==> src/rtl/lwd_pkg.sv <==
// Shared types and constants for the liveness watchdog.
// No dependencies.
package lwd_pkg;

    localparam int MODULES = 3;
    localparam int IDX_W   = (MODULES > 1) ? $clog2(MODULES) : 1;
    localparam int MOD_W   = 2;
    localparam int TIME_W  = 32;
    localparam int TMO_REGS = 3;
    localparam int MASK_W  = 3;

    localparam logic [MOD_W-1:0] NO_MODULE = 2'd3;

    localparam logic CMD_KICK  = 1'b0;
    localparam logic CMD_CHECK = 1'b1;

    localparam logic [1:0] REG_TMO0     = 2'd0;
    localparam logic [1:0] REG_TMO1     = 2'd1;
    localparam logic [1:0] REG_TMO2     = 2'd2;
    localparam logic [1:0] REG_COOLDOWN = 2'd3;

    localparam logic [TIME_W-1:0] TMO0_RST     = 32'd6000;
    localparam logic [TIME_W-1:0] TMO1_RST     = 32'd6000;
    localparam logic [TIME_W-1:0] TMO2_RST     = 32'd10000;
    localparam logic [TIME_W-1:0] COOLDOWN_RST = 32'd900000;

    typedef enum logic [3:0] {
        ST_IDLE = 4'b0001,
        ST_RD   = 4'b0010,
        ST_EV   = 4'b0100,
        ST_FIN  = 4'b1000
    } lwd_state_t;

    typedef struct packed {
        logic              kick_we;
        logic              start_we;
        logic              rearm;
        logic [IDX_W-1:0]  addr;
        logic [TIME_W-1:0] data;
    } lwd_wr_t;

endpackage

==> src/rtl/lwd_store.sv <==
// Time store: kick time and degrade start per module in two memories.
// Uses lwd_pkg. Valid bits plus a base time model reset and re-arm.
module lwd_store
    import lwd_pkg::*;
(
    input  logic              clk,
    input  logic              rst_n,
    input  logic [IDX_W-1:0]  rd_addr,
    input  lwd_wr_t           wr,
    output logic [TIME_W-1:0] kick_time,
    output logic [TIME_W-1:0] degrade_start
);

    logic [TIME_W-1:0] kick_mem  [0:MODULES-1];
    logic [TIME_W-1:0] start_mem [0:MODULES-1];

    logic [TIME_W-1:0]  kick_rd_reg;
    logic [TIME_W-1:0]  start_rd_reg;
    logic               kvalid_rd_reg;
    logic               svalid_rd_reg;
    logic [MODULES-1:0] kvalid_reg;
    logic [MODULES-1:0] svalid_reg;
    logic [TIME_W-1:0]  base_reg;

    always_ff @(posedge clk)
    begin
        if (wr.kick_we)
        begin
            kick_mem[wr.addr] <= wr.data;
        end
        if (wr.start_we)
        begin
            start_mem[wr.addr] <= wr.data;
        end
        kick_rd_reg  <= kick_mem[rd_addr];
        start_rd_reg <= start_mem[rd_addr];
    end

    always_ff @(posedge clk or negedge rst_n)
    begin
        if (!rst_n)
        begin
            kvalid_reg    <= '0;
            svalid_reg    <= '0;
            kvalid_rd_reg <= 1'b0;
            svalid_rd_reg <= 1'b0;
            base_reg      <= '0;
        end
        else
        begin
            kvalid_rd_reg <= kvalid_reg[rd_addr];
            svalid_rd_reg <= svalid_reg[rd_addr];
            if (wr.rearm)
            begin
                kvalid_reg <= '0;
                svalid_reg <= '0;
                base_reg   <= wr.data;
            end
            else
            begin
                if (wr.kick_we)
                begin
                    kvalid_reg[wr.addr] <= 1'b1;
                end
                if (wr.start_we)
                begin
                    svalid_reg[wr.addr] <= 1'b1;
                end
            end
        end
    end

    assign kick_time     = kvalid_rd_reg ? kick_rd_reg : base_reg;
    assign degrade_start = svalid_rd_reg ? start_rd_reg : base_reg;

endmodule

==> src/rtl/multi_module_liveness_watchdog_core.sv <==
// Liveness watchdog core: kick and check items, config registers, scan sequencer.
// Uses lwd_pkg and lwd_store.
//
// One item at a time. With the result side free, a kick goes from acceptance
// through the final state back to idle, ready for the next item. A check reads
// and then evaluates each module in turn and ends in the final state; it ends
// early when a reboot ends the scan. Each module costs one read and one evaluate
// state on the single read port of the time store. The result sits in an output
// register, so the next item is taken while it waits. If that result is still
// stalled when the next item finishes, the core holds in its final state and
// takes no new item until the output register frees. Register writes are taken
// in any cycle (ready is always high).
module multi_module_liveness_watchdog_core
    import lwd_pkg::*;
(
    input  logic              clk,
    input  logic              rst_n,
    input  logic              item_valid,
    output logic              item_stall,
    input  logic              command,
    input  logic [MOD_W-1:0]  module_req,
    input  logic [TIME_W-1:0] now_ms,
    output logic              result_valid,
    input  logic              result_stall,
    output logic              reboot,
    output logic [MOD_W-1:0]  reboot_module,
    output logic [MASK_W-1:0] error_mask,
    output logic [MOD_W-1:0]  remembered_failure,
    input  logic              cfg_valid,
    output logic              cfg_ready,
    input  logic [1:0]        cfg_index,
    input  logic [TIME_W-1:0] cfg_data
);

    lwd_state_t         state_reg, state_next;
    logic [IDX_W-1:0]   idx_reg, idx_next;
    logic [TIME_W-1:0]  now_reg, now_next;
    logic               rb_reg, rb_next;
    logic [MOD_W-1:0]   rbmod_reg, rbmod_next;
    logic [MODULES-1:0] degraded_reg, degraded_next;
    logic [MOD_W-1:0]   failed_reg, failed_next;
    logic [TIME_W-1:0]  timeout_reg [0:TMO_REGS-1];
    logic [TIME_W-1:0]  cooldown_reg;

    logic               ovalid_reg, ovalid_next;
    logic               orb_reg, orb_next;
    logic [MOD_W-1:0]   ormod_reg, ormod_next;
    logic [MASK_W-1:0]  omask_reg, omask_next;
    logic [MOD_W-1:0]   ofail_reg, ofail_next;

    lwd_wr_t            wr;
    logic [TIME_W-1:0]  st_kick;
    logic [TIME_W-1:0]  st_start;
    logic               accept;
    logic               late;
    logic               cool;
    logic               is_failed;
    logic [TIME_W-1:0]  start_eff;

    lwd_store u_store (
        .clk           (clk),
        .rst_n         (rst_n),
        .rd_addr       (idx_reg),
        .wr            (wr),
        .kick_time     (st_kick),
        .degrade_start (st_start)
    );

    assign item_stall = (state_reg != ST_IDLE);
    assign accept     = item_valid && !item_stall;
    assign cfg_ready  = 1'b1;

    assign late      = (now_reg - st_kick) > timeout_reg[idx_reg];
    assign is_failed = (failed_reg == MOD_W'(idx_reg));
    assign start_eff = degraded_reg[idx_reg] ? st_start : now_reg;
    assign cool      = (now_reg - start_eff) > cooldown_reg;

    always_comb
    begin
        state_next    = state_reg;
        idx_next      = idx_reg;
        now_next      = now_reg;
        rb_next       = rb_reg;
        rbmod_next    = rbmod_reg;
        degraded_next = degraded_reg;
        failed_next   = failed_reg;
        ovalid_next   = ovalid_reg && result_stall;
        orb_next      = orb_reg;
        ormod_next    = ormod_reg;
        omask_next    = omask_reg;
        ofail_next    = ofail_reg;
        wr            = '0;

        case (state_reg)
            ST_IDLE:
            begin
                if (accept)
                begin
                    now_next   = now_ms;
                    idx_next   = '0;
                    rb_next    = 1'b0;
                    rbmod_next = '0;
                    if (command == CMD_CHECK)
                    begin
                        state_next = ST_RD;
                    end
                    else
                    begin
                        wr.kick_we = (module_req < MOD_W'(MODULES));
                        wr.addr    = module_req[IDX_W-1:0];
                        wr.data    = now_ms;
                        state_next = ST_FIN;
                    end
                end
            end
            ST_RD:
            begin
                state_next = ST_EV;
            end
            ST_EV:
            begin
                wr.addr = idx_reg;
                wr.data = now_reg;
                if (!late)
                begin
                    degraded_next[idx_reg] = 1'b0;
                    if (is_failed)
                    begin
                        failed_next = NO_MODULE;
                    end
                end
                else if (is_failed && !cool)
                begin
                    if (!degraded_reg[idx_reg])
                    begin
                        degraded_next[idx_reg] = 1'b1;
                        wr.start_we            = 1'b1;
                    end
                end
                if (late && (!is_failed || cool))
                begin
                    rb_next       = 1'b1;
                    rbmod_next    = MOD_W'(idx_reg);
                    failed_next   = MOD_W'(idx_reg);
                    degraded_next = '0;
                    wr.rearm      = 1'b1;
                    state_next    = ST_FIN;
                end
                else if (idx_reg == IDX_W'(MODULES - 1))
                begin
                    state_next = ST_FIN;
                end
                else
                begin
                    idx_next   = idx_reg + 1'b1;
                    state_next = ST_RD;
                end
            end
            ST_FIN:
            begin
                if (!ovalid_reg || !result_stall)
                begin
                    ovalid_next = 1'b1;
                    orb_next    = rb_reg;
                    ormod_next  = rbmod_reg;
                    omask_next  = MASK_W'(degraded_reg);
                    ofail_next  = failed_reg;
                    state_next  = ST_IDLE;
                end
            end
            default:
            begin
                state_next = ST_IDLE;
            end
        endcase
    end

    always_ff @(posedge clk or negedge rst_n)
    begin
        if (!rst_n)
        begin
            state_reg      <= ST_IDLE;
            degraded_reg   <= '0;
            failed_reg     <= NO_MODULE;
            ovalid_reg     <= 1'b0;
            timeout_reg[0] <= TMO0_RST;
            timeout_reg[1] <= TMO1_RST;
            timeout_reg[2] <= TMO2_RST;
            cooldown_reg   <= COOLDOWN_RST;
        end
        else
        begin
            state_reg    <= state_next;
            degraded_reg <= degraded_next;
            failed_reg   <= failed_next;
            ovalid_reg   <= ovalid_next;
            if (cfg_valid && cfg_ready)
            begin
                case (cfg_index)
                    REG_TMO0:     timeout_reg[0] <= cfg_data;
                    REG_TMO1:     timeout_reg[1] <= cfg_data;
                    REG_TMO2:     timeout_reg[2] <= cfg_data;
                    REG_COOLDOWN: cooldown_reg   <= cfg_data;
                    default:      cooldown_reg   <= cooldown_reg;
                endcase
            end
        end
    end

    always_ff @(posedge clk)
    begin
        idx_reg   <= idx_next;
        now_reg   <= now_next;
        rb_reg    <= rb_next;
        rbmod_reg <= rbmod_next;
        orb_reg   <= orb_next;
        ormod_reg <= ormod_next;
        omask_reg <= omask_next;
        ofail_reg <= ofail_next;
    end

    assign result_valid       = ovalid_reg;
    assign reboot             = orb_reg;
    assign reboot_module      = ormod_reg;
    assign error_mask         = omask_reg;
    assign remembered_failure = ofail_reg;

endmodule

==> config.mk <==
export PLATFORM = sky130hd
export DESIGN_NAME = multi_module_liveness_watchdog_core
export DESIGN_NICKNAME = d
export VERILOG_FILES = /design/src/rtl/lwd_pkg.sv /design/src/rtl/lwd_store.sv /design/src/rtl/multi_module_liveness_watchdog_core.sv
export SDC_FILE = /design/constraint.sdc
export NUM_CORES = 1
export LEC_CHECK = 0
export ABC_CLOCK_PERIOD_IN_PS = 8300
export CAP_MARGIN = 5
export CORE_MARGIN = 5
export CORE_UTILIZATION = 40
export CTS_BUF_LIST = sky130_fd_sc_hd__clkbuf_8 sky130_fd_sc_hd__clkbuf_16
export DETAILED_ROUTE_END_ITERATION = 12
export DONT_BUFFER_PORTS = 1
export REMOVE_ABC_BUFFERS = 1
export SYNTH_ARGS = -nofsm -noshare
export SYNTH_HDL_FRONTEND = slang
export SYNTH_SLANG_ARGS = --single-unit
==> constraint.sdc <==
create_clock -name clk -period 8.3 [get_ports clk]
set_clock_uncertainty 0.05 [all_clocks]
set_input_delay 1.245 -clock clk [delete_from_list [all_inputs] [get_ports clk]]
set_output_delay 1.245 -clock clk [all_outputs]
set_load 0.02 [all_outputs]
==> impl_metrics.yaml <==
outcome:
  status: "finished clean"
pwr:
  p_comb_share_pct: 43.9
  p_clk_share_pct: 22.8
  p_leak_nw: 10.2
  p_int_mw: 5.80
  power_frac_seq_pct: 33.2
  swShare_pct: 38.4
  p_per_area_nw_per_um2: 366
  peakVddDrop_mv: 0.171
  p_switching_mw: 3.62
final_layout:
  final_common_cell: "edfxtp_1"
  n_antenna_cell: 0
  fill_cells: 5296
  utilization_pct: 44.7
  final_cell_mix: "237 x edfxtp_1, 164 x mux2i_1, 162 x nand2_1"
  layout.nets: 2119
  area_growth_pct: 10.6
  finalInstanceArea_um2: 25800
  drive_gt1_share_pct: 16.0
clock_tree:
  h-tree-depth: 2
  worstSkewPairLatency_ns: 0.60
  path_clk_slew_ns: 0.06
  cts_setup_buffers: 0
  hold_buffers: 0
  cts_sinks: 479
  cts_inserted_buffers: 49
  cts_root_buffer: "clkbuf_16"
  cts_tree: "built"
  cts-resized-gates: 0
  clock_path_buffers: 3
route:
  num_vias: 14837
  vias_per_cell: 5.46
  dr.pass1.iters: 5
  wire_per_inst_um: 20.6
  ant_nets: 0
  drc: 0
  drtIter0Drc: 964
  drt_wl_total_um: 56100
floorplan:
  io_pins: 85
  start_util_pct: 40.4
  die-width_um: 251
  die-area_um2: 63200
  rows: 88
  core_area_um2: 57700
  die-height_um: 251
synth:
  syn_area_um2: 23300
  async_flop_share_pct: 37.2
  syn_area_per_cell_um2: 12.1
  synth_top_area_share_pct: 30.5
  ys_types: 78
  synth-seq-cells: 479
  yosysSeqAreaShare_pct: 55.3
  synth_area_leaders: "edfxtp_1 31%, dfrtp_1 16%, mux2_2 7.7%"
  synth-main-ff-cell: "edfxtp_1"
  synth-edff-count: 237
  yosysWarnings: 0
  synthCells: 1923
  synth_top_cell_by_area: "edfxtp_1"
critical_path:
  critPathCaptureType: "flop"
  criticalPathCategory: "reg2reg"
  slowest_delay_ns: 0.53
  cp-start-kind: "flop"
  path_max_fanout: 35
  cp_slowest_cell: "edfxtp_1"
  crit_required_ns: 8.47
  cp_data_arrival_time_ns: 7.61
  crit_chain: "inv_1 > nor2_2 > nand2_1 > o21ai_4 > buf_4 > o21ai_0 > ha_1 > and3_4 > nand4_1 > nor3_1 > o2bb2ai_1 > o221ai_1 > o21ai_1 > mux2i_1 > a2111oi_0 > ha_1 > nand4_1 > inv_1 > a221oi_1 > a21oi_1 > o32ai_1 > o21ai_1 > nor4_2 > buf_4"
sta:
  setup_viol: 0
  finalHoldViolations: 0
  fin_crit_ns: 7.44
  max_freq_mhz: 134
  max_slew.worst_pin.slew_ns: 1.02
  slew_headroom_pct: 32.1
  fin_crit_sh_pct: 89.6
  drv_slew: 0
  rsz0062_at_grt: "no"
grt:
  first_global_vias: 14897
  grt_max_degree: 179
  grt_pass1_wl_um: 87700
  gr-total-overflow: 0
  antenna_found_initial: 0
  track_usage_pct: 17.4
placement:
  portBuffers: 0
  gp_congestion: 0.872
  placed_area_um2: 24200
  dp.final_hpwl_um: 39100
flow_run:
  max-cap-violations: 0
worst_hold_path:
  hold_class: "in2async"
==> synth_stat cells, types with 13 or more instances <==
master / number
a211oi_1: 13
a21o_1: 25
a21oi_1: 106
a22o_1: 30
buf_1: 17
clkbuf_1: 57
dfrtp_1: 145
dfstp_2: 33
dfxtp_1: 64
edfxtp_1: 237
ha_1: 129
inv_1: 62
mux2_2: 159
mux2i_1: 164
nand2_1: 162
nand3_1: 25
nand4_1: 15
nor2_1: 92
nor3_1: 24
o21a_1: 15
o21ai_0: 136
xnor2_1: 33
xor2_1: 16
==> cell type report <==
| type | instances | area [um^2] | area share, % |
|---|---|---|---|
| flip-flops and latches | 479 | 12900 | 50.0 |
| inverters | 62 | 233 | 0.902 |
| clock buffers | 56 | 1330 | 5.17 |
| well taps | 765 | 957 | 3.71 |
| repair buffers | 21 | 158 | 0.611 |
| clock inverters | 35 | 270 | 1.05 |
| multi-input cells | 1301 | 9940 | 38.5 |
==> power groups by stage <==
stage / logic (mW) / registers, mW / clock network [mW]
finish: 4.14 / 3.13 / 2.15
detailed placement: 4.09 / 3.18 / 0
global route: 4.63 / 3.17 / 2.30
global placement: 3.99 / 3.17 / 0
CTS: 4.11 / 3.13 / 2.21
floorplan: 3.00 / 3.17 / 0
==> path summary, 6_finish.rpt <==
path                       startpoint                       end  slack [ns]  depth (start not counted)
hold / removal                  rst_n     u_store.svalid_reg[1]        0.32                          0
setup reg to reg           idx_reg[1]  u_store.start_mem[0][16]        0.86                         24
min in group clk               rb_reg                    reboot        0.37                          0
max in group asynchronous       rst_n           timeout_reg[62]        7.43                          0
setup / recovery           idx_reg[1]  u_store.start_mem[0][16]        0.86                         24
hold reg to reg                rb_reg                    reboot        0.37                          0
==> kinds of logic after synthesis <==
| logic type | synth area share [%] |
|---|---|
| other | 0.0161 |
| and+or+nand+nor | 7.68 |
| buffers and inverters | 2.42 |
| xor gates and xnor gates | 1.84 |
| adders and majority gates | 7.09 |
| AOI/OAI and AO/OA | 10.9 |
| DFF | 55.3 |
| muxes | 14.8 |
==> through the flow <==
stage               TNS [ns]  setup slack (ns)  power (mW)  hold slack [ns]  instances
CTS                        0             0.845        9.46            0.275       2719
finish                     0             0.861        9.43            0.321       2719
floorplan            -696.62             -5.91        6.17            0.350       1842
global placement           0              1.09        7.16            0.361       2628
global route               0             0.269        10.1            0.282       2719
detailed placement         0             0.874        7.27            0.365       2628
==> metal layers <==
| layer | up-vias | GRT usage [%] | wire length [um] |
|---|---|---|---|
| met1 | 7387 | 25.7 | 27600 |
| met4 | 0 | 4.27 | 982 |
| met5 | - | 0 | 0 |
| met2 | 284 | 27.4 | 25400 |
| met3 | 67 | 2.38 | 2180 |
| li1 | 7099 | - | - |
==> critical path, delay by kind of cell, from the launching register on <==
family	cells	cell delay (ns)
AOI/OAI and AO/OA	10	3.06
muxes	1	0.13
adders and majority gates	2	0.78
buffers and inverters	4	1.16
DFF	1	0.53
and+or+nand+nor	7	1.29
(Power assumes the default switching activity.)
